<file path="src/rtl/ilss_pkg.sv">
// Package for the integer list sort and stats core.
// Holds request and status codes shared by the core, divider, checker and testbench; no dependencies.
`timescale 1ns / 1ps
package ilss_pkg;
	localparam logic [2:0] REQ_ADD   = 3'd0;
	localparam logic [2:0] REQ_CLEAR = 3'd1;
	localparam logic [2:0] REQ_SORTA = 3'd2;
	localparam logic [2:0] REQ_SORTD = 3'd3;
	localparam logic [2:0] REQ_COUNT = 3'd4;
	localparam logic [2:0] REQ_STATS = 3'd5;
	localparam logic [2:0] REQ_PRINT = 3'd6;
	// Reserved code; the core takes it and produces nothing.
	localparam logic [2:0] REQ_RSVD  = 3'd7;

	localparam logic [1:0] ST_OK    = 2'd0;
	localparam logic [1:0] ST_EMPTY = 2'd1;
	localparam logic [1:0] ST_FULL  = 2'd2;

	// Control from the sequencer to the mean divider.
	typedef struct packed {
		logic        start;
		logic [47:0] dividend;
		logic [6:0]  divisor;
	} ilss_div_req_t;
endpackage

</file>
<file path="src/rtl/ilss_ram.sv">
// Simple dual-port list memory with a registered read port.
// Depends on nothing.
`timescale 1ns / 1ps
module ilss_ram #(
	parameter int DEPTH = 32,
	parameter int AW = 5
) (
	input  logic          clk,
	input  logic          we,
	input  logic [AW-1:0] waddr,
	input  logic [31:0]   wdata,
	input  logic [AW-1:0] raddr,
	output logic [31:0]   rdata
);
	logic [31:0] mem [DEPTH];

	// One write and one registered read per cycle.
	always_ff @(posedge clk) begin
		if (we) begin
			mem[waddr] <= wdata;
		end
		rdata <= mem[raddr];
	end
endmodule

</file>
<file path="src/rtl/ilss_div.sv">
// Restoring signed divider for the mean, one quotient bit per cycle.
// Depends on ilss_pkg.
`timescale 1ns / 1ps
module ilss_div import ilss_pkg::*; (
	input  logic          clk,
	input  logic          arst_n,
	input  ilss_div_req_t req,
	output logic          done,
	output logic [39:0]   quot
);
	logic [47:0] mag_q;
	logic [7:0]  rem_q;
	logic        neg_q;
	logic [6:0]  den_q;
	logic [5:0]  cnt_q;
	logic        busy_q;
	logic [7:0]  trial;
	logic [47:0] qfull;

	assign trial = {rem_q[6:0], mag_q[47]};
	assign qfull = neg_q ? (48'd0 - mag_q) : mag_q;

	// Shift in one dividend bit, subtract when it fits.
	always_ff @(posedge clk or negedge arst_n) begin
		if (!arst_n) begin
			busy_q <= 1'b0;
			done   <= 1'b0;
			cnt_q  <= '0;
		end else begin
			done <= 1'b0;
			if (req.start) begin
				busy_q <= 1'b1;
				neg_q  <= req.dividend[47];
				mag_q  <= req.dividend[47] ? (48'd0 - req.dividend) : req.dividend;
				rem_q  <= '0;
				den_q  <= req.divisor;
				cnt_q  <= 6'd0;
			end else if (busy_q) begin
				if (trial >= {1'b0, den_q}) begin
					rem_q <= trial - {1'b0, den_q};
					mag_q <= {mag_q[46:0], 1'b1};
				end else begin
					rem_q <= trial;
					mag_q <= {mag_q[46:0], 1'b0};
				end
				cnt_q <= cnt_q + 6'd1;
				if (cnt_q == 6'd47) begin
					busy_q <= 1'b0;
					done   <= 1'b1;
				end
			end
		end
	end

	assign quot = qfull[39:0];
endmodule

</file>
<file path="src/rtl/integer_list_sort_and_stats_core.sv">
// Integer list sort and stats core: list memory, sequencer, mean divider.
// Add, clear and empty queries go straight to the result; count and stats first scan the list,
// print returns one result per element, and stats then waits on the 48-step divider.
// Sort: n - 1 bubble passes over the list (a swap costs one more S_SRTB step), then the result.
// A new request is taken the cycle after the last result leaves.
// Reset empties the list; memory contents are not cleared.
`timescale 1ns / 1ps
module integer_list_sort_and_stats_core import ilss_pkg::*; #(
	parameter int LIST_DEPTH = 32
) (
	input  logic               clk,
	input  logic               arst_n,
	input  logic               in_valid,
	output logic               in_stall,
	input  logic [2:0]         req_type,
	input  logic signed [31:0] value,
	output logic               out_valid,
	input  logic               out_stall,
	output logic [1:0]         status,
	output logic signed [31:0] element,
	output logic signed [31:0] largest,
	output logic [6:0]         tally,
	output logic signed [39:0] mean_q8,
	output logic               last
);
	localparam int AW = (LIST_DEPTH > 1) ? $clog2(LIST_DEPTH) : 1;

	typedef enum logic [3:0] {
		S_IDLE, S_RD, S_WAITA, S_SRTB, S_SRTW, S_SCAN, S_DIV, S_PRN, S_EMIT
	} state_t;

	state_t      state_q;
	logic [2:0]  req_q;
	logic [31:0] key_q;
	logic [6:0]  n_q;
	logic [6:0]  idx_q;
	logic [6:0]  pass_q;
	logic [6:0]  cnt_q;
	logic [31:0] mn_q, mx_q, a_q;
	logic [47:0] sum_q;
	logic        swap_q;

	logic          we;
	logic [AW-1:0] waddr, raddr;
	logic [31:0]   wdata, rdata;
	ilss_div_req_t dreq;
	logic          ddone;
	logic [39:0]   dquot;
	logic          accept, out_free, emit;
	logic [6:0]    idx_nx;
	logic          pass_end;
	logic [47:0]   sum_nx;

	ilss_ram #(.DEPTH(LIST_DEPTH), .AW(AW)) u_ram (
		.clk(clk), .we(we), .waddr(waddr), .wdata(wdata), .raddr(raddr), .rdata(rdata)
	);
	ilss_div u_div (.clk(clk), .arst_n(arst_n), .req(dreq), .done(ddone), .quot(dquot));

	// A new request waits until the previous result transaction has left.
	assign in_stall = (state_q != S_IDLE) || out_valid;
	assign accept   = in_valid && !in_stall;
	assign out_free = !out_valid || !out_stall;
	assign emit     = out_free && (state_q == S_EMIT || state_q == S_PRN);
	assign idx_nx   = idx_q + 7'd1;
	assign pass_end = (idx_nx == n_q);
	assign sum_nx   = sum_q + {{16{rdata[31]}}, rdata};

	// Memory port control: appends in idle, swap writes in sort.
	always_comb begin
		we    = 1'b0;
		waddr = idx_q[AW-1:0];
		wdata = a_q;
		raddr = idx_q[AW-1:0];
		if (accept && req_type == REQ_ADD && n_q < 7'(LIST_DEPTH)) begin
			we    = 1'b1;
			waddr = n_q[AW-1:0];
			wdata = value;
		end else if (state_q == S_SRTW) begin
			we    = swap_q;
			waddr = idx_q[AW-1:0] - AW'(1);
			wdata = rdata;
			raddr = idx_q[AW-1:0] + AW'(1);
		end else if (state_q == S_SRTB && swap_q) begin
			we    = 1'b1;
			wdata = a_q;
			raddr = idx_q[AW-1:0] + AW'(1);
		end else if (state_q == S_PRN) begin
			// Keep the element on the read port while the result waits.
			raddr = idx_q[AW-1:0] - AW'(1);
		end
	end

	// The dividend includes the last element, which is summed in the same cycle.
	always_comb begin
		dreq.start    = (state_q == S_SCAN) && (idx_q == n_q) && out_free;
		dreq.dividend = {sum_nx[39:0], 8'd0};
		dreq.divisor  = n_q;
	end

	// Request sequencer and output register.
	always_ff @(posedge clk or negedge arst_n) begin
		if (!arst_n) begin
			state_q   <= S_IDLE;
			n_q       <= '0;
			out_valid <= 1'b0;
			swap_q    <= 1'b0;
		end else begin
			out_valid <= emit || (out_valid && out_stall);
			case (state_q)
				S_IDLE: begin
					swap_q <= 1'b0;
					if (accept && req_type != REQ_RSVD) begin
						req_q   <= req_type;
						key_q   <= value;
						idx_q   <= '0;
						pass_q  <= 7'd1;
						cnt_q   <= '0;
						sum_q   <= '0;
						largest <= '0;
						mean_q8 <= '0;
						last    <= 1'b1;
						element <= (req_type == REQ_ADD) ? value : 32'sd0;
						if (req_type == REQ_ADD) begin
							if (n_q < 7'(LIST_DEPTH)) begin
								n_q    <= n_q + 7'd1;
								tally  <= n_q + 7'd1;
								status <= ST_OK;
							end else begin
								tally  <= n_q;
								status <= ST_FULL;
							end
							state_q <= S_EMIT;
						end else if (req_type == REQ_CLEAR) begin
							n_q     <= '0;
							tally   <= '0;
							status  <= ST_OK;
							state_q <= S_EMIT;
						end else if (n_q == 7'd0) begin
							tally   <= n_q;
							status  <= ST_EMPTY;
							state_q <= S_EMIT;
						end else begin
							tally  <= n_q;
							status <= ST_OK;
							if ((req_type == REQ_SORTA || req_type == REQ_SORTD)
									&& n_q == 7'd1) begin
								state_q <= S_EMIT;
							end else begin
								state_q <= S_RD;
							end
						end
					end
				end
				S_RD: begin
					// Address idx_q issued; data arrives next cycle.
					idx_q <= idx_nx;
					if (req_q == REQ_SORTA || req_q == REQ_SORTD) state_q <= S_WAITA;
					else state_q <= (req_q == REQ_PRINT) ? S_PRN : S_SCAN;
				end
				S_WAITA: begin
					a_q <= rdata;
					state_q <= S_SRTB;
				end
				S_SRTB: begin
					// rdata is entry idx_q; a_q holds entry idx_q-1.
					if (swap_q) begin
						// a_q now sits at idx_q and stays the left partner.
						swap_q <= 1'b0;
						idx_q  <= pass_end ? 7'd0 : idx_nx;
						if (pass_end) begin
							if (pass_q + 7'd1 == n_q) begin
								tally <= n_q;
								state_q <= S_EMIT;
							end else begin
								pass_q <= pass_q + 7'd1;
								state_q <= S_RD;
							end
						end else begin
							state_q <= S_SRTB;
						end
					end else begin
						swap_q <= (req_q == REQ_SORTD) ? ($signed(a_q) < $signed(rdata))
							: ($signed(a_q) > $signed(rdata));
						state_q <= S_SRTW;
					end
				end
				S_SRTW: begin
					// On a swap, write the right partner into the lower slot.
					if (swap_q) begin
						state_q <= S_SRTB;
					end else begin
						idx_q <= pass_end ? 7'd0 : idx_nx;
						if (pass_end) begin
							if (pass_q + 7'd1 == n_q) begin
								tally <= n_q;
								state_q <= S_EMIT;
							end else begin
								pass_q <= pass_q + 7'd1;
								state_q <= S_RD;
							end
						end else begin
							a_q <= rdata;
							state_q <= S_SRTB;
						end
					end
				end
				S_SCAN: begin
					if (idx_q == n_q) begin
						if (out_free) begin
							if (req_q == REQ_COUNT) begin
								tally <= cnt_q + ((rdata == key_q) ? 7'd1 : 7'd0);
								state_q <= S_EMIT;
							end else begin
								tally <= n_q;
								state_q <= S_DIV;
							end
						end
					end else begin
						idx_q <= idx_nx;
					end
					if (!(idx_q == n_q && !out_free)) begin
						if (rdata == key_q) cnt_q <= cnt_q + 7'd1;
						sum_q <= sum_nx;
						if (idx_q == 7'd1 || $signed(rdata) < $signed(mn_q)) mn_q <= rdata;
						if (idx_q == 7'd1 || $signed(rdata) > $signed(mx_q)) mx_q <= rdata;
					end
				end
				S_DIV: begin
					if (ddone) begin
						element <= mn_q; largest <= mx_q; mean_q8 <= dquot;
						state_q <= S_EMIT;
					end
				end
				S_PRN: begin
					if (out_free) begin
						element <= rdata;
						last <= (idx_q == n_q);
						if (idx_q == n_q) state_q <= S_IDLE;
						else state_q <= S_RD;
					end
				end
				S_EMIT: begin
					if (out_free) begin
						state_q <= S_IDLE;
					end
				end
				default: state_q <= S_IDLE;
			endcase
		end
	end
endmodule

</file>
<file path="config.mk">
export PLATFORM = sky130hd
export DESIGN_NAME = integer_list_sort_and_stats_core
export DESIGN_NICKNAME = d
export VERILOG_FILES = /design/src/rtl/ilss_pkg.sv /design/src/rtl/ilss_ram.sv /design/src/rtl/ilss_div.sv /design/src/rtl/integer_list_sort_and_stats_core.sv
export SDC_FILE = /design/constraint.sdc
export NUM_CORES = 2
export LEC_CHECK = 0
export BUFFER_PORTS_ARGS = -buffer_cell sky130_fd_sc_hd__buf_4
export CAP_MARGIN = 20
export CORE_ASPECT_RATIO = 2
export CORE_MARGIN = 2
export CORE_UTILIZATION = 65
export CTS_BUF_LIST = sky130_fd_sc_hd__clkbuf_8
export DETAILED_ROUTE_END_ITERATION = 8
export MAX_ROUTING_LAYER = met4
export PLACE_DENSITY = 0.81
export SYNTH_ARGS = -nofsm -noshare
export SYNTH_HDL_FRONTEND = slang
export SYNTH_SLANG_ARGS = --single-unit
</file>
<file path="constraint.sdc">
create_clock -name clk -period 7.7 [get_ports clk]
set_input_delay 0.385 -clock clk [delete_from_list [all_inputs] [get_ports clk]]
set_output_delay 0.385 -clock clk [all_outputs]
set_load 0.05 [all_outputs]
</file>
==> results_dict.tcl <==
set metrics [dict create \
    yosysSeqAreaShare_pct 67.7 \
    cts_setup_buffers 0 \
    crit_chain "ha_1, a21oi_1, o21ai_0, o21ai_0, a211oi_1, o21ai_0, a21o_1, mux2i_1, nand2_1, buf_4, inv_1, o21ai_0, xor2_1, o21ai_0" \
    relSlewSlack_pct 11.7 \
    synthDistinctLibCells 84 \
    async_reset_ff_share_pct 1.45 \
    grt-ovfl-total 0 \
    die_area_um2 100000 \
    chipWidth_um 225 \
    synth_top_area_share_pct 65.9 \
    route.detailed.drc 0 \
    endpoint_kind "flop" \
    crit_path_start_kind "flop" \
    pin_count 155 \
    syn_nets 4370 \
    status "finished, final reports clean" \
    setup_viol_count_final 0 \
    synth-seq-cells 1446 \
    slowest_stage "o21ai_0" \
    dr.pass1.iters 5 \
    worst_pin_slew_ns 1.32 \
    clkTransAtPathRegs_ns 0.08 \
    use_met3_pct 7.31 \
    final_cell_mix "1,393 x edfxtp_1, 458 x nand2_1, 256 x mux4_2" \
    drv_slew 0 \
    switching_share_pct 39.2 \
    area_growth_pct 11.7 \
    internal-power_mw 17.5 \
    antenna_found_initial 12 \
    clock_latency_ns 0.91 \
    cts_tree "built" \
    pre_cts_ws_ns 2.80 \
    p_comb_share_pct 44.0 \
    grt_start_max_net_pins 157 \
    nets 4663 \
    critPathKind "flop to flop" \
    grt_setup_unrepaired "no" \
    hold_class "primary input to async pin" \
    p_sw_mw 11.3 \
    clock_skew_ns 0.0377 \
    wire_per_inst_um 30.0 \
    ctsHoldBuffers 39 \
    layout-drive-gt1-share_pct 19.4 \
    drt-initial-drc-count 4204 \
    synthesis.area_um2 63500 \
    num_vias 39300 \
    synthFlopType "edfxtp_1" \
    cts_resized 0 \
    ys_warn_count 0 \
    routed_via_density 6.70 \
    io_buffers 154 \
    top_usage_layer "met2" \
    crit_buf_inv 2 \
    final.min_clock_period_ns 5.11 \
    cts_buffers 182 \
    synth-edff-count 1393 \
    fmax_mhz 196 \
    fill_cells 5741 \
    mostFrequentLayoutCell "edfxtp_1" \
    synthesis.instances 4175 \
    critPathMostFrequentCell "o21ai_0" \
    p_total_mw 28.7 \
    fin_setup_tns_ns 0 \
    yosys.area.top_type "edfxtp_1" \
    cts_sinks 1446 \
    gp_congestion 1.03 \
    crit_arrival_ns 5.73 \
    hold_viol 0 \
    grt_pass1_vias 39800 \
    cts_max_level 4 \
    routed_wl_mm 176 \
    cts-root-buf "clkbuf_8" \
    r2r_slack_ns 2.59 \
    crit_path_start "u_ram.rdata[6]" \
    grt_pass1_wl_mm 254 \
    fp-row-count 162 \
    total_leakage_power_nw 24.8 \
    path_delay_family "compound AO/OA/AOI/OAI gates" \
    crit_fanout 28 \
    finalCritPeriodShare_pct 66.4 \
    critPathRequiredTime_ns 8.32 \
    avgSynthCellArea_um2 15.2 \
    power_density_nw_per_um2 406 \
    use_met2_pct 61.0 \
    coreArea_um2 97100 \
    grt_use_met1_pct 38.0 \
    clkPwrFrac_pct 18.6 \
    setup_slack_ns 2.59 \
    synthTopCellsByArea "edfxtp_1 66%, mux4_2 9.1%, ha_1 3.0%" \
    antenna_left 0 \
    grt_usage_pct 36.9 \
    ir_drop_mv 0.437 \
    drv_cap 0 \
    r2r_start "u_ram.rdata[6]" \
    dp.final_hpwl_mm 110 \
    crit_path_max_incr_delay_ns 0.94 \
    seq_power_share_pct 37.4 \
    start_util_pct 65.4 \
    die_y_um 446 \
    cts_buffer_depth 3 \
]
[metrics by stage]
stage	cell area [um^2]	hold slack [ns]	std cells	utilization, %
6_report	70900	0.176	5859	73.0
5_1_grt	70900	0.181	5858	73.0
4_1_cts	70700	0.105	5840	72.9
3_5_place_dp	66900	0.380	5468	68.9
3_3_place_gp	66800	0.376	5461	68.8
2_1_floorplan	63500	0.0894	4175	-
[worst paths after layout]
path                                    to  depth (start not counted)
min in group clk                  key_q[3]                          2
max in group asynchronous   u_div.cnt_q[0]                          3
min                                 n_q[6]                          3
max reg2reg                u_div.mag_q[27]                         14
min reg2reg                u_div.mag_q[42]                          2
max                        u_div.mag_q[27]                         14
[registers in the layout, summed over array words and instances, names as in the netlist, 32 cells and up]
register,flops
u_ram.mem,1024
u_div.mag_q,48
mean_q8,40
sum_q,40
a_q,32
element,32
key_q,32
largest,32
mn_q,32
mx_q,32
u_ram.rdata,32
[cells in the mapped netlist, types with 25 or more instances]
library cell / n
edfxtp_1: 1393
nand2_1: 458
nor2_1: 284
mux4_2: 256
ha_1: 154
o21ai_0: 152
clkbuf_1: 149
inv_1: 130
xor2_1: 125
nand3_1: 112
a21oi_1: 106
mux2i_1: 70
and3_1: 63
xnor2_1: 60
nand4_1: 51
a31oi_1: 49
buf_2: 38
a21o_1: 34
a32oi_1: 33
dfxtp_1: 32
nor2b_1: 29
nor3_1: 26
o21a_1: 25
[metal layers]
layer,wire length (um),up-vias
met5,0,-
met4,16000,0
met3,14700,737
met2,90200,2440
met1,54900,19400
li1,-,16700
[final cells by class]
type                       count  area (um^2)  share of cell area (%)
clock buffer                 192         2640                    3.73
inverter                     130          488                   0.689
clock inverter               141          798                    1.13
sequential                  1446        43000                    60.7
antenna                       12         30.0                  0.0424
timing repair buffer         312         2580                    3.64
tap                         1230         1540                    2.17
multi-input combinational   2396        19800                    27.9
[cell families (layout without fill, tap and decap cells)]
family | after synthesis | in the layout | synth area share [%]
multiplexers | 333 | 333 | 10.3
flip-flops | 1446 | 1446 | 67.7
AO/OA/AOI/OAI | 557 | 557 | 5.75
XOR/XNOR | 186 | 186 | 2.58
AND/OR/NAND/NOR | 1164 | 1164 | 8.46
buffers and inverters | 333 | 775 | 2.06
adder cells (fa/ha/maj) | 156 | 156 | 3.10
other | 0 | 12 | 0
[power groups by stage]
stage | combinational [mW] | clock (mW) | sequential, mW
after detailed placement | 12.3 | 0 | 10.9
final | 12.6 | 5.36 | 10.8
after floorplan | 8.27 | 0 | 11.0
after global routing | 13.5 | 5.67 | 10.8
after CTS | 12.4 | 5.39 | 10.7
after global placement | 12.0 | 0 | 10.9
[worst reg2reg max path: stages, from the launching register on]
cell and delay (ns):
dfxtp_1 0.60, ha_1 0.43, a21oi_1 0.25, o21ai_0 0.30, o21ai_0 0.94, a211oi_1 0.23, o21ai_0 0.33, a21o_1 0.22
mux2i_1 0.20, nand2_1 0.07, buf_4 0.25, inv_1 0.48, o21ai_0 0.25, xor2_1 0.20, o21ai_0 0.09
(Power assumes the default switching activity.)
